===== config.mk =====
export PLATFORM = sky130hd
export DESIGN_NAME = sliding_window_mean_stream_core
export DESIGN_NICKNAME = d
export VERILOG_FILES = /design/src/rtl/swm_pkg.sv /design/src/rtl/swm_ram.sv /design/src/rtl/swm_div.sv /design/src/rtl/sliding_window_mean_stream_core.sv
export VERILOG_INCLUDE_DIRS = /design/src /design/src/rtl
export SDC_FILE = /design/constraint.sdc
export NUM_CORES = 2
export LEC_CHECK = 0
export BUFFER_PORTS_ARGS = -buffer_cell sky130_fd_sc_hd__buf_2
export CAP_MARGIN = 15
export CELL_PAD_IN_SITES_DETAIL_PLACEMENT = 1
export CELL_PAD_IN_SITES_GLOBAL_PLACEMENT = 2
export CORE_MARGIN = 5
export CORE_UTILIZATION = 40
export DETAILED_ROUTE_END_ITERATION = 6
export GPL_ROUTABILITY_DRIVEN = 0
export PLACE_DENSITY_LB_ADDON = 0.1
export SLEW_MARGIN = 15
export SYNTH_ARGS = -nofsm -noshare
export SYNTH_HDL_FRONTEND = slang
export SYNTH_HIERARCHICAL = 1
export SYNTH_SLANG_ARGS = --single-unit

===== constraint.sdc =====
create_clock -name clock -period 4.7 [get_ports clock]
set_input_delay 0.235 -clock clock [delete_from_list [all_inputs] [get_ports clock]]
set_output_delay 0.235 -clock clock [all_outputs]
set_load 0.01 [all_outputs]

===== src/rtl/sliding_window_mean_stream_core_assert.svh =====
// Assertion macros for the sliding window mean stream core.
// Include guard only; no dependencies.
`ifndef SLIDING_WINDOW_MEAN_STREAM_CORE_ASSERT_SVH
`define SLIDING_WINDOW_MEAN_STREAM_CORE_ASSERT_SVH

// same-cycle implication, sampled on clock, off during reset
`define SWM_ASSERT_NOW(label, ante, cons, msg) \
   label: assert property (@(posedge clock) disable iff (reset) (ante) |-> (cons)) \
      else $error(msg);

// next-cycle implication, sampled on clock, off during reset
`define SWM_ASSERT_NEXT(label, ante, cons, msg) \
   label: assert property (@(posedge clock) disable iff (reset) (ante) |=> (cons)) \
      else $error(msg);

`endif


===== src/rtl/swm_pkg.sv =====
// Shared constants and types for the sliding window mean stream core.
// No dependencies.
package swm_pkg;

   localparam int WINDOW_MAX    = 64;
   localparam int SAMPLE_BITS   = 32;
   localparam int SLOT_BITS     = $clog2(WINDOW_MAX);
   localparam int LEN_BITS      = $clog2(WINDOW_MAX + 1);
   localparam int CNT_BITS      = LEN_BITS;
   localparam int SUM_BITS      = SAMPLE_BITS + SLOT_BITS;
   localparam int ITER_BITS     = $clog2(SUM_BITS + 1);
   localparam int CSR_DATA_BITS = 32;
   localparam int CSR_ADDR_BITS = 3;
   localparam int REG_IDX_BITS  = CSR_ADDR_BITS - 2;

   localparam logic [REG_IDX_BITS-1:0] REG_WINDOW_LENGTH = '0;
   localparam logic [LEN_BITS-1:0]     LEN_RESET = LEN_BITS'(WINDOW_MAX);

   localparam logic REQ_PRESENT = 1'b0;

   typedef struct packed {
      logic busy;
      logic done;
   } div_status_type;

endpackage


===== src/rtl/swm_ram.sv =====
// Generic single-port-write, single-port-read RAM with registered read data.
// No dependencies.
module swm_ram #(
   parameter int WIDTH = 32,
   parameter int DEPTH = 64
) (
   input  logic                     clock,
   input  logic                     wr_en,
   input  logic [$clog2(DEPTH)-1:0] wr_addr,
   input  logic [WIDTH-1:0]         wr_data,
   input  logic                     rd_en,
   input  logic [$clog2(DEPTH)-1:0] rd_addr,
   output logic [WIDTH-1:0]         rd_data
);
   logic [WIDTH-1:0] mem_ff [DEPTH];
   logic [WIDTH-1:0] rd_data_ff;

   always_ff @(posedge clock) begin
      if (wr_en) begin
         mem_ff[wr_addr] <= wr_data;
      end
      if (rd_en) begin
         rd_data_ff <= mem_ff[rd_addr];
      end
   end

   assign rd_data = rd_data_ff;
endmodule


===== src/rtl/swm_div.sv =====
// Serial restoring divider: signed sum over unsigned count, one quotient bit per cycle.
// Depends on swm_pkg.
module swm_div (
   input  logic                               clock,
   input  logic                               reset,
   input  logic                               start,
   input  logic signed [swm_pkg::SUM_BITS-1:0] dividend,
   input  logic [swm_pkg::CNT_BITS-1:0]       divisor,
   output swm_pkg::div_status_type            status,
   output logic [swm_pkg::SAMPLE_BITS-1:0]    quotient
);
   import swm_pkg::*;

   logic                   busy_ff, busy_in;
   logic                   done_ff, done_in;
   logic                   neg_ff, neg_in;
   logic [SUM_BITS-1:0]    work_ff, work_in;
   logic [CNT_BITS-1:0]    rem_ff, rem_in;
   logic [ITER_BITS-1:0]   iter_ff, iter_in;
   logic [SAMPLE_BITS-1:0] quot_ff, quot_in;
   logic [CNT_BITS:0]      rem_shift;
   logic [CNT_BITS:0]      rem_diff;
   logic                   fits;

   assign rem_shift = {rem_ff, work_ff[SUM_BITS-1]};
   assign rem_diff  = rem_shift - {1'b0, divisor};
   assign fits      = rem_shift >= {1'b0, divisor};

   always_comb begin
      busy_in = busy_ff;
      done_in = 1'b0;
      neg_in  = neg_ff;
      work_in = work_ff;
      rem_in  = rem_ff;
      iter_in = iter_ff;
      quot_in = quot_ff;
      if (start && !busy_ff) begin
         busy_in = 1'b1;
         neg_in  = dividend[SUM_BITS-1];
         work_in = dividend[SUM_BITS-1] ? (SUM_BITS'(0) - SUM_BITS'(dividend))
                                        : SUM_BITS'(dividend);
         rem_in  = '0;
         iter_in = ITER_BITS'(SUM_BITS);
      end else if (busy_ff) begin
         if (iter_ff != '0) begin
            work_in = {work_ff[SUM_BITS-2:0], fits};
            rem_in  = fits ? rem_diff[CNT_BITS-1:0] : rem_shift[CNT_BITS-1:0];
            iter_in = iter_ff - ITER_BITS'(1);
         end else begin
            quot_in = neg_ff ? (SAMPLE_BITS'(0) - work_ff[SAMPLE_BITS-1:0])
                             : work_ff[SAMPLE_BITS-1:0];
            busy_in = 1'b0;
            done_in = 1'b1;
         end
      end
   end

   always_ff @(posedge clock) begin
      if (reset) begin
         busy_ff <= 1'b0;
         done_ff <= 1'b0;
         iter_ff <= '0;
      end else begin
         busy_ff <= busy_in;
         done_ff <= done_in;
         iter_ff <= iter_in;
      end
      neg_ff  <= neg_in;
      work_ff <= work_in;
      rem_ff  <= rem_in;
      quot_ff <= quot_in;
   end

   assign status.busy = busy_ff;
   assign status.done = done_ff;
   assign quotient    = quot_ff;
endmodule


===== src/rtl/sliding_window_mean_stream_core.sv =====
// Sliding window mean stream core: top level, sequencer, ring state and register port.
// Depends on swm_pkg, swm_ram, swm_div and sliding_window_mean_stream_core_assert.svh.
//
// Usage:
//  - req channel (req_valid/req_ready): one transaction per sample, req_type 0 = present
//    sample (req_sample, signed Q16.16), 1 = missing sample marker.
//  - rsp channel (rsp_valid/rsp_ready): one transaction per request with the truncated
//    mean, mean_valid (0 when no present sample is in the window, mean then 0) and the
//    present count.
//  - csr port: window_length at byte address 0 (1..64 in bits 6:0, out of range values
//    saturate); writing it clears ring, sum, count. Write only while the core is idle.
// Sequencing: req_ready is high only in the idle state, so the core takes no new request
// while one is in process. With a present sample in the window a request passes the
// remove, insert and start states (the last loads the divider), 38 divider steps, the
// quotient cycle, the done cycle and the output load, and then rsp_valid rises. An empty
// window skips the divider and goes from the start state to the output load. req_ready
// rises together with rsp_valid. A stalled receiver holds one result in the output
// register while the next request is processed; that request then waits for the
// register and req_ready stays low. Reset: window_length returns to 64.
module sliding_window_mean_stream_core (
   input  logic                               clock,
   input  logic                               reset,
   input  logic                               req_valid,
   output logic                               req_ready,
   input  logic                               req_type,
   input  logic signed [swm_pkg::SAMPLE_BITS-1:0] req_sample,
   output logic                               rsp_valid,
   input  logic                               rsp_ready,
   output logic signed [swm_pkg::SAMPLE_BITS-1:0] rsp_mean,
   output logic                               rsp_mean_valid,
   output logic [swm_pkg::CNT_BITS-1:0]       rsp_present_count,
   input  logic                               csr_psel,
   input  logic                               csr_penable,
   input  logic                               csr_pwrite,
   input  logic [swm_pkg::CSR_ADDR_BITS-1:0]  csr_paddr,
   input  logic [swm_pkg::CSR_DATA_BITS-1:0]  csr_pwdata,
   output logic [swm_pkg::CSR_DATA_BITS-1:0]  csr_prdata,
   output logic                               csr_pready
);
   import swm_pkg::*;

`include "sliding_window_mean_stream_core_assert.svh"

   typedef enum logic [5:0] {
      S_IDLE   = 6'b000001,
      S_REMOVE = 6'b000010,
      S_INSERT = 6'b000100,
      S_START  = 6'b001000,
      S_DIV    = 6'b010000,
      S_OUT    = 6'b100000
   } seq_state_type;

   seq_state_type state_ff, state_in;

   logic [LEN_BITS-1:0]    window_len_ff, window_len_in;
   logic [WINDOW_MAX-1:0]  present_ff, present_in;
   logic [SLOT_BITS-1:0]   slot_ff, slot_in;
   logic [LEN_BITS-1:0]    filled_ff, filled_in;
   logic [SUM_BITS-1:0]    sum_ff, sum_in;
   logic [CNT_BITS-1:0]    count_ff, count_in;
   logic                   type_ff, type_in;
   logic [SAMPLE_BITS-1:0] sample_ff, sample_in;

   logic                   rsp_valid_ff, rsp_valid_in;
   logic [SAMPLE_BITS-1:0] rsp_mean_ff, rsp_mean_in;
   logic                   rsp_mean_valid_ff, rsp_mean_valid_in;
   logic [CNT_BITS-1:0]    rsp_count_ff, rsp_count_in;

   logic                   req_fire;
   logic                   cfg_write;
   logic [LEN_BITS-1:0]    cfg_len_raw;
   logic [LEN_BITS-1:0]    cfg_len;
   logic                   full;
   logic [LEN_BITS-1:0]    slot_next;
   logic [SAMPLE_BITS-1:0] ram_rd_data;
   logic                   ram_wr_en;
   logic                   div_start;
   div_status_type         div_stat;
   logic [SAMPLE_BITS-1:0] div_quot;

   assign req_ready  = (state_ff == S_IDLE);
   assign req_fire   = req_valid && req_ready;
   assign csr_pready = 1'b1;
   assign cfg_write  = csr_psel && csr_penable && csr_pwrite
                       && (csr_paddr[CSR_ADDR_BITS-1:2] == REG_WINDOW_LENGTH);
   assign cfg_len_raw = csr_pwdata[LEN_BITS-1:0];
   assign cfg_len = (cfg_len_raw == '0) ? LEN_BITS'(1)
                  : (cfg_len_raw > LEN_RESET) ? LEN_RESET : cfg_len_raw;
   assign csr_prdata = (csr_paddr[CSR_ADDR_BITS-1:2] == REG_WINDOW_LENGTH)
                       ? CSR_DATA_BITS'(window_len_ff) : '0;

   assign full      = (filled_ff >= window_len_ff);
   assign slot_next = LEN_BITS'(slot_ff) + LEN_BITS'(1);
   assign ram_wr_en = (state_ff == S_INSERT) && (type_ff == REQ_PRESENT);
   assign div_start = (state_ff == S_START) && (count_ff != '0);

   swm_ram #(
      .WIDTH (SAMPLE_BITS),
      .DEPTH (WINDOW_MAX)
   ) u_ring (
      .clock   (clock),
      .wr_en   (ram_wr_en),
      .wr_addr (slot_ff),
      .wr_data (sample_ff),
      .rd_en   (req_fire),
      .rd_addr (slot_ff),
      .rd_data (ram_rd_data)
   );

   swm_div u_div (
      .clock    (clock),
      .reset    (reset),
      .start    (div_start),
      .dividend (sum_ff),
      .divisor  (count_ff),
      .status   (div_stat),
      .quotient (div_quot)
   );

   always_comb begin
      state_in          = state_ff;
      window_len_in     = window_len_ff;
      present_in        = present_ff;
      slot_in           = slot_ff;
      filled_in         = filled_ff;
      sum_in            = sum_ff;
      count_in          = count_ff;
      type_in           = type_ff;
      sample_in         = sample_ff;
      rsp_valid_in      = rsp_valid_ff && !rsp_ready;
      rsp_mean_in       = rsp_mean_ff;
      rsp_mean_valid_in = rsp_mean_valid_ff;
      rsp_count_in      = rsp_count_ff;

      unique case (state_ff)
         S_IDLE: begin
            if (req_fire) begin
               type_in   = req_type;
               sample_in = req_sample;
               state_in  = S_REMOVE;
            end
         end
         S_REMOVE: begin
            if (full && present_ff[slot_ff]) begin
               sum_in = sum_ff - {{(SUM_BITS-SAMPLE_BITS){ram_rd_data[SAMPLE_BITS-1]}},
                                  ram_rd_data};
               if (count_ff != '0) begin
                  count_in = count_ff - CNT_BITS'(1);
               end
            end
            state_in = S_INSERT;
         end
         S_INSERT: begin
            present_in[slot_ff] = (type_ff == REQ_PRESENT);
            if (type_ff == REQ_PRESENT) begin
               sum_in   = sum_ff + {{(SUM_BITS-SAMPLE_BITS){sample_ff[SAMPLE_BITS-1]}},
                                    sample_ff};
               count_in = count_ff + CNT_BITS'(1);
            end
            slot_in = (slot_next >= window_len_ff) ? '0 : slot_next[SLOT_BITS-1:0];
            if (!full) begin
               filled_in = filled_ff + LEN_BITS'(1);
            end
            state_in = S_START;
         end
         S_START: begin
            state_in = (count_ff != '0) ? S_DIV : S_OUT;
         end
         S_DIV: begin
            if (div_stat.done) begin
               state_in = S_OUT;
            end
         end
         S_OUT: begin
            if (!rsp_valid_ff || rsp_ready) begin
               rsp_valid_in      = 1'b1;
               rsp_mean_valid_in = (count_ff != '0);
               rsp_mean_in       = (count_ff != '0) ? div_quot : '0;
               rsp_count_in      = count_ff;
               state_in          = S_IDLE;
            end
         end
         default: begin
            state_in = S_IDLE;
         end
      endcase

      if (cfg_write) begin
         window_len_in = cfg_len;
         present_in    = '0;
         slot_in       = '0;
         filled_in     = '0;
         sum_in        = '0;
         count_in      = '0;
      end
   end

   always_ff @(posedge clock) begin
      if (reset) begin
         state_ff      <= S_IDLE;
         window_len_ff <= LEN_RESET;
         present_ff    <= '0;
         slot_ff       <= '0;
         filled_ff     <= '0;
         sum_ff        <= '0;
         count_ff      <= '0;
         rsp_valid_ff  <= 1'b0;
      end else begin
         state_ff      <= state_in;
         window_len_ff <= window_len_in;
         present_ff    <= present_in;
         slot_ff       <= slot_in;
         filled_ff     <= filled_in;
         sum_ff        <= sum_in;
         count_ff      <= count_in;
         rsp_valid_ff  <= rsp_valid_in;
      end
      type_ff           <= type_in;
      sample_ff         <= sample_in;
      rsp_mean_ff       <= rsp_mean_in;
      rsp_mean_valid_ff <= rsp_mean_valid_in;
      rsp_count_ff      <= rsp_count_in;
   end

   assign rsp_valid         = rsp_valid_ff;
   assign rsp_mean          = rsp_mean_ff;
   assign rsp_mean_valid    = rsp_mean_valid_ff;
   assign rsp_present_count = rsp_count_ff;

   `SWM_ASSERT_NOW(a_count_in_window, 1'b1, count_ff <= filled_ff,
      "present count exceeds filled slots")
   `SWM_ASSERT_NOW(a_filled_in_window, 1'b1, filled_ff <= window_len_ff,
      "filled slots exceed window length")
   `SWM_ASSERT_NOW(a_div_done_in_wait, div_stat.done, state_ff == S_DIV,
      "divider finished outside its wait state")
   `SWM_ASSERT_NOW(a_div_alive, state_ff == S_DIV, div_stat.busy || div_stat.done,
      "sequencer waits on an idle divider")
   `SWM_ASSERT_NEXT(a_result_flag, (state_ff == S_OUT) && (!rsp_valid_ff || rsp_ready),
      rsp_valid_ff && (rsp_mean_valid_ff == (rsp_count_ff != '0)),
      "mean valid flag disagrees with present count")
endmodule


After elaboration in Yosys (flattened, before gate mapping). Memories as Yosys holds them, arrays and structs flattened. A register that Yosys moved wholly into a read port is not among the register bits. Index checks and enable logic that the tools add are counted. Widths: inputs -> output; s select.

Output and inout port bits: 75. RAM bits: 2048. Memories kept: 1. Bits of input ports: 75. Register bits after elaboration: 295. Logic and storage cells: 126.

Order comparisons: 6. Bitwise operators: 6. Multiplexer cells: 38. Reduce and logical (&&, ||, !) cells: 32. Add/subtract/negate cells: 10. Equal/unequal tests: 12.

Memories: u_ring.mem_ff (depth 64, width 32, rd ports 1, clocked after memory_dff 1, wr ports 1, line swm_ram.sv:15) `logic [WIDTH-1:0] mem_ff [DEPTH];`.

Operators by type and width (number): $mux 38 (6); $pmux 38 s2 (1); $bwmux 64 (1); $mux 7 (7); $mux 6 (8); $add 38x38->38 (1); $sub 1x38->38 const A (1); $sub 38x38->38 (1); $pmux 6 s6 (1); $mux 32 (1); $sub 1x32->32 const A (1); $add 7x1->7 const B (2); $ge 7x7->1 (2); $pmux 7 s2 (1); $logic_and 1x1->1 (10); $mux 1 (10); $reduce_and 2->1 (5); $reduce_and 3->1 (3); $ge 8x7->1 (1); $ne 2x2->1 const B (4); $add 6x1->7 const B (1); $gt 7x7->1 const B (1); $logic_not 7->1 (1); $lt 6x7->1 const B (1); other kinds (22) (33).

Logic depth before layout (Yosys ltp).
Depth after elaboration: 5. Mapped depth: 22. Gate-level depth less buffers: 21.

Cells and area by module. The synthesis kept the hierarchy.

Modules (own cells, without submodules): swm_ram (area each 78835.6 um^2, cells each 3324, times used 1, seq. area each 62459.9 um^2); sliding_window_mean_stream_core (area each 11841.4 um^2, cells each 1337, times used 1, seq. area each 4914.7 um^2); swm_div (area each 5079.9 um^2, cells each 505, times used 1, seq. area each 2432.3 um^2).

Worst setup path before layout. OpenSTA, ideal clock, no wires.

Kind: reg2reg. From: reg u_ring.rd_data_ff[15] (netlist: u_ring/rd_data[15]) (read register of u_ring.mem_ff). To: reg sum_ff[37]. Stages on the path, launching flop included: 20. Slack: -91 ps. Required time: 4582 ps. Buffers on the path: 1. Setup time: 118 ps. Arrival time: 4673 ps. Clock period less this slack: 4791 ps. Path through: edfxtp_1 or4_4 or4_4 or4b_2 nor2_1 nand2_1 or2_2 nor2_1 xor2_1 a21oi_1 ha_1 clkbuf_1 a21o_1 a21o_1 a21oi_1 o211ai_1 a31oi_1 o21ai_0 mux2_4 mux2i_1.

Word-level cells in the longest chain between the ends: 3.

Ends and longest elaborated chain: start, declared (line swm_ram.sv:16) `logic [WIDTH-1:0] rd_data_ff;`; $sub 38x38->38 (line sliding_window_mean_stream_core.sv:145) `sum_in = sum_ff - {{(SUM_BITS-SAMPLE_BITS){ram_rd_data[SAMPLE_BITS-1]}},`; $mux 38 (line sliding_window_mean_stream_core.sv:144) `if (full && present_ff[slot_ff]) begin`; $pmux 38 s2 (line sliding_window_mean_stream_core.sv:135) `unique case (state_ff)`; end signal, assigned (line sliding_window_mean_stream_core.sv:214) `sum_ff <= sum_in;`; end, declared (line sliding_window_mean_stream_core.sv:59) `logic [SUM_BITS-1:0] sum_ff, sum_in;`.

No other way between the ends. The select of a mux whose other input is x is not followed. A chain may end at the register's enable or synchronous reset.

Final worst setup path.
From: reg u_ring.rd_data_ff[16] (netlist: u_ring/rd_data[16]) (read register of u_ring.mem_ff). To: reg sum_ff[37].

Same word-level chain as after synthesis.

==> impl_metrics.json <==
{
  "synth.avg_cell_area_um2": 18.54,
  "boundaryPins": 150,
  "num-fill-cells": 22050,
  "seqPwrFrac": 0.519,
  "die_area_mm2": 0.2493,
  "drtIter0Drc": 4640,
  "synth.cell_area_mm2": 0.09575,
  "critPathCaptureType": "flop",
  "antenna_violating_nets_left": 0,
  "post-route-drc-count": 0,
  "finalMaxSlewViolations": 0,
  "final_worst_setup_slack_ns": 0.1675,
  "max-slew-margin-rel": 0.3047,
  "dieHeight_um": 499.3,
  "placementRows": 179,
  "grt_use_met1": 0.3030,
  "grt_start_max_net_pins": 92,
  "finished_cell_area_mm2": 0.1110,
  "finClkSkew_ns": 0.06929,
  "cts_buffer_depth": 4,
  "met3_usage_grt": 0.02776,
  "crit_fanout": 3,
  "fin_nets": 5753,
  "placeableCoreArea_mm2": 0.2381,
  "p_clk_frac": 0.431,
  "power_density_mw_per_mm2": 419.1,
  "crit_top_cell": "sky130_fd_sc_hd__a21o_1",
  "arrival_ns": 5.30,
  "worst_hold_path_type": "in2reg",
  "power.net_switching_mw": 10.26,
  "detailedPlace.worstSlack_ns": 0.03361,
  "crit_slowest_cell": "sky130_fd_sc_hd__or4b_4",
  "cts_root_buffer": "sky130_fd_sc_hd__clkbuf_16",
  "detail_route.wirelength_mm": 277.2,
  "netSwitchingFraction": 0.2206,
  "cts_htree_levels": 5,
  "via_count": 50910,
  "die-width_um": 499.3,
  "hold_path_startpoint": "csr_pwrite",
  "wl_per_cell_um": 30.94,
  "grt_usage": 0.2208,
  "synthesis.yosys.warnings": 6,
  "groute.layer.met2.usage": 0.3766,
  "globalRoute.totalOverflow": 0,
  "vias_per_cell": 5.683,
  "setup.worst_path.start_class": "flop",
  "cts_num_sinks": 2375,
  "worst_ep_required_time_ns": 5.46,
  "port-buffer-count": 96,
  "path_class": "reg2reg",
  "r2r-start": "u_ring/rd_data[16]$_DFFE_PP_",
  "top_usage_layer": "met2",
  "number_of_global_route_vias_before_repair": 53670,
  "final-setup-viol-count": 0,
  "run_status": "finished, final reports clean",
  "placement.cell_area_mm2": 0.1020,
  "drive_above_1_share": 0.2459,
  "cts_made_buffers": 278,
  "tightest_slew_ns": 1.042,
  "max_freq_mhz": 220.6,
  "drv_cap": 0,
  "power.ir.vdd_worst_uv": 315.3,
  "clock_tree_from_tritoncts": "built",
  "synth_cells": 5165,
  "crit_path_start": "u_ring/rd_data[16]$_DFFE_PP_",
  "area_growth_from_synthesis_to_final_layout_pct": 15.92,
  "detail_route.first_pass.iterations": 7,
  "clock_latency_ns": 0.94,
  "count_of_endpoints_failing_hold_in_the_final_timing_report": 0,
  "dp_hpwl_mm": 162.7,
  "initial_core_util": 0.4022,
  "crit_path_max_incr_delay_ns": 0.59,
  "power.leakage_nw": 34.68,
  "clock_transition_time_at_the_flip_flop_clock_pins_of_the_worst_setup_and_hold_paths_ns": 0.06,
  "final_min_period_over_clock_period": 0.9644,
  "cell_internal_pwr_mw": 36.26,
  "grt_antenna_before_repair": 13,
  "final_core_area_utilization": 0.4662,
  "path_cells": "or4_4 -> or4_4 -> or4b_4 -> buf_4 -> nor3_1 -> xor2_1 -> a21oi_2 -> ha_1 -> a21o_1 -> a21o_1 -> a21o_1 -> nand2_1 -> o211ai_1 -> a31oi_4 -> o21ai_2 -> mux2_4 -> mux2i_1",
  "grt_pass1_wl_mm": 398.3,
  "share_of_power_burned_in_combinational_logic": 0.050,
  "finalCriticalPeriod_ns": 4.533
}
==> worst max-delay path: cells and delay by family (launching register included) <==
family | cells | cell delay (ns)
adders and majority gates | 1 | 0.29
xor gates and xnor gates | 1 | 0.20
AOI/OAI and AO/OA | 7 | 1.11
muxes | 2 | 0.41
DFF | 1 | 0.41
buffers and inverters | 1 | 0.17
and+or+nand+nor | 5 | 1.83
==> timing repair <==
| item | 4_1_cts | 5_1_grt |
|---|---|---|
| hold endpoints to repair | 55 | 0 |
| gates resized for setup | 0 | 30 |
| buffers inserted | 0 | 4 |
| hold buffers | 51 | 0 |
| endpoints found under the setup margin | 0 | 11 |
==> metal layers <==
metal	wire length, µm	part of all wire
met5	25	0.000090
met4	7502	0.027
met1	118900	0.43
met3	12030	0.043
met2	138700	0.50
==> power groups by stage <==
stage | clock network (mW) | registers, mW | logic [mW]
2_1_floorplan | 0 | 25.0 | 0.737
3_3_place_gp | 0 | 24.6 | 2.21
3_5_place_dp | 0 | 24.6 | 2.30
4_1_cts | 20.6 | 24.2 | 2.32
5_1_grt | 21.5 | 24.2 | 2.48
6_report | 20.1 | 24.2 | 2.31
==> cells in the final DEF, fill, tap and decap left out, drive strengths merged, types with 101 or more instances in the layout <==
cell,n
edfxtp,2224
clkbuf,341
nor2,419
o21ai,110
dfxtp,151
clkinv,101
mux4,552
buf,389
mux2i,126
nand2,156
a21oi,189
==> stage by stage <==
| step | setup TNS [ns] | instances | power [mW] | hold WS (ns) |
|---|---|---|---|---|
| 2_1_floorplan | 0 | 5189 | 25.71 | 0.3339 |
| 3_3_place_gp | 0 | 8435 | 26.80 | 0.4142 |
| 3_5_place_dp | 0 | 8435 | 26.89 | 0.4135 |
| 4_1_cts | 0 | 8948 | 47.04 | 0.001059 |
| 5_1_grt | -0.01962 | 8954 | 48.14 | 0.02824 |
| 6_report | 0 | 8958 | 46.52 | 0.06927 |
==> state kept, by name (all words and copies together) (netlist names), 6 cells and up <==
register           cells
u_div/quotient        32
u_ring/mem_ff       2048
slot_ff                6
rsp_mean              32
filled_ff              7
sum_ff                38
state_ff               6
u_div/rem_ff           7
u_ring/rd_data        32
window_len_ff          7
rsp_present_count      7
u_div/iter_ff          6
present_ff            64
count_ff               7
sample_ff             32
u_div/work_ff         38
==> final cells by class <==
type	count	area, µm²	share of cell area
Sequential cell	2375	69820	0.6291
Inverter	41	153.9	0.001387
Clock inverter	121	913.4	0.008229
Antenna cell	5	12.51	0.0001127
Clock buffer	341	7383	0.06652
Timing Repair Buffer	440	3757	0.03385
Tap cell	3167	3963	0.03570
Multi-Input combinational cell	2468	24990	0.2251
==> worst paths after layout <==
path | end | slack (ns) | depth (start not counted)
min | window_len_ff[6]$_SDFFE_PP1P_ | 0.07 | 4
min reg2reg | present_ff[47]$_SDFFE_PP0P_ | 0.48 | 2
max reg2reg | sum_ff[37]$_SDFFE_PP0P_ | 0.17 | 17
max | sum_ff[37]$_SDFFE_PP0P_ | 0.17 | 17
Note: power is estimated with default switching activity, not from simulation.
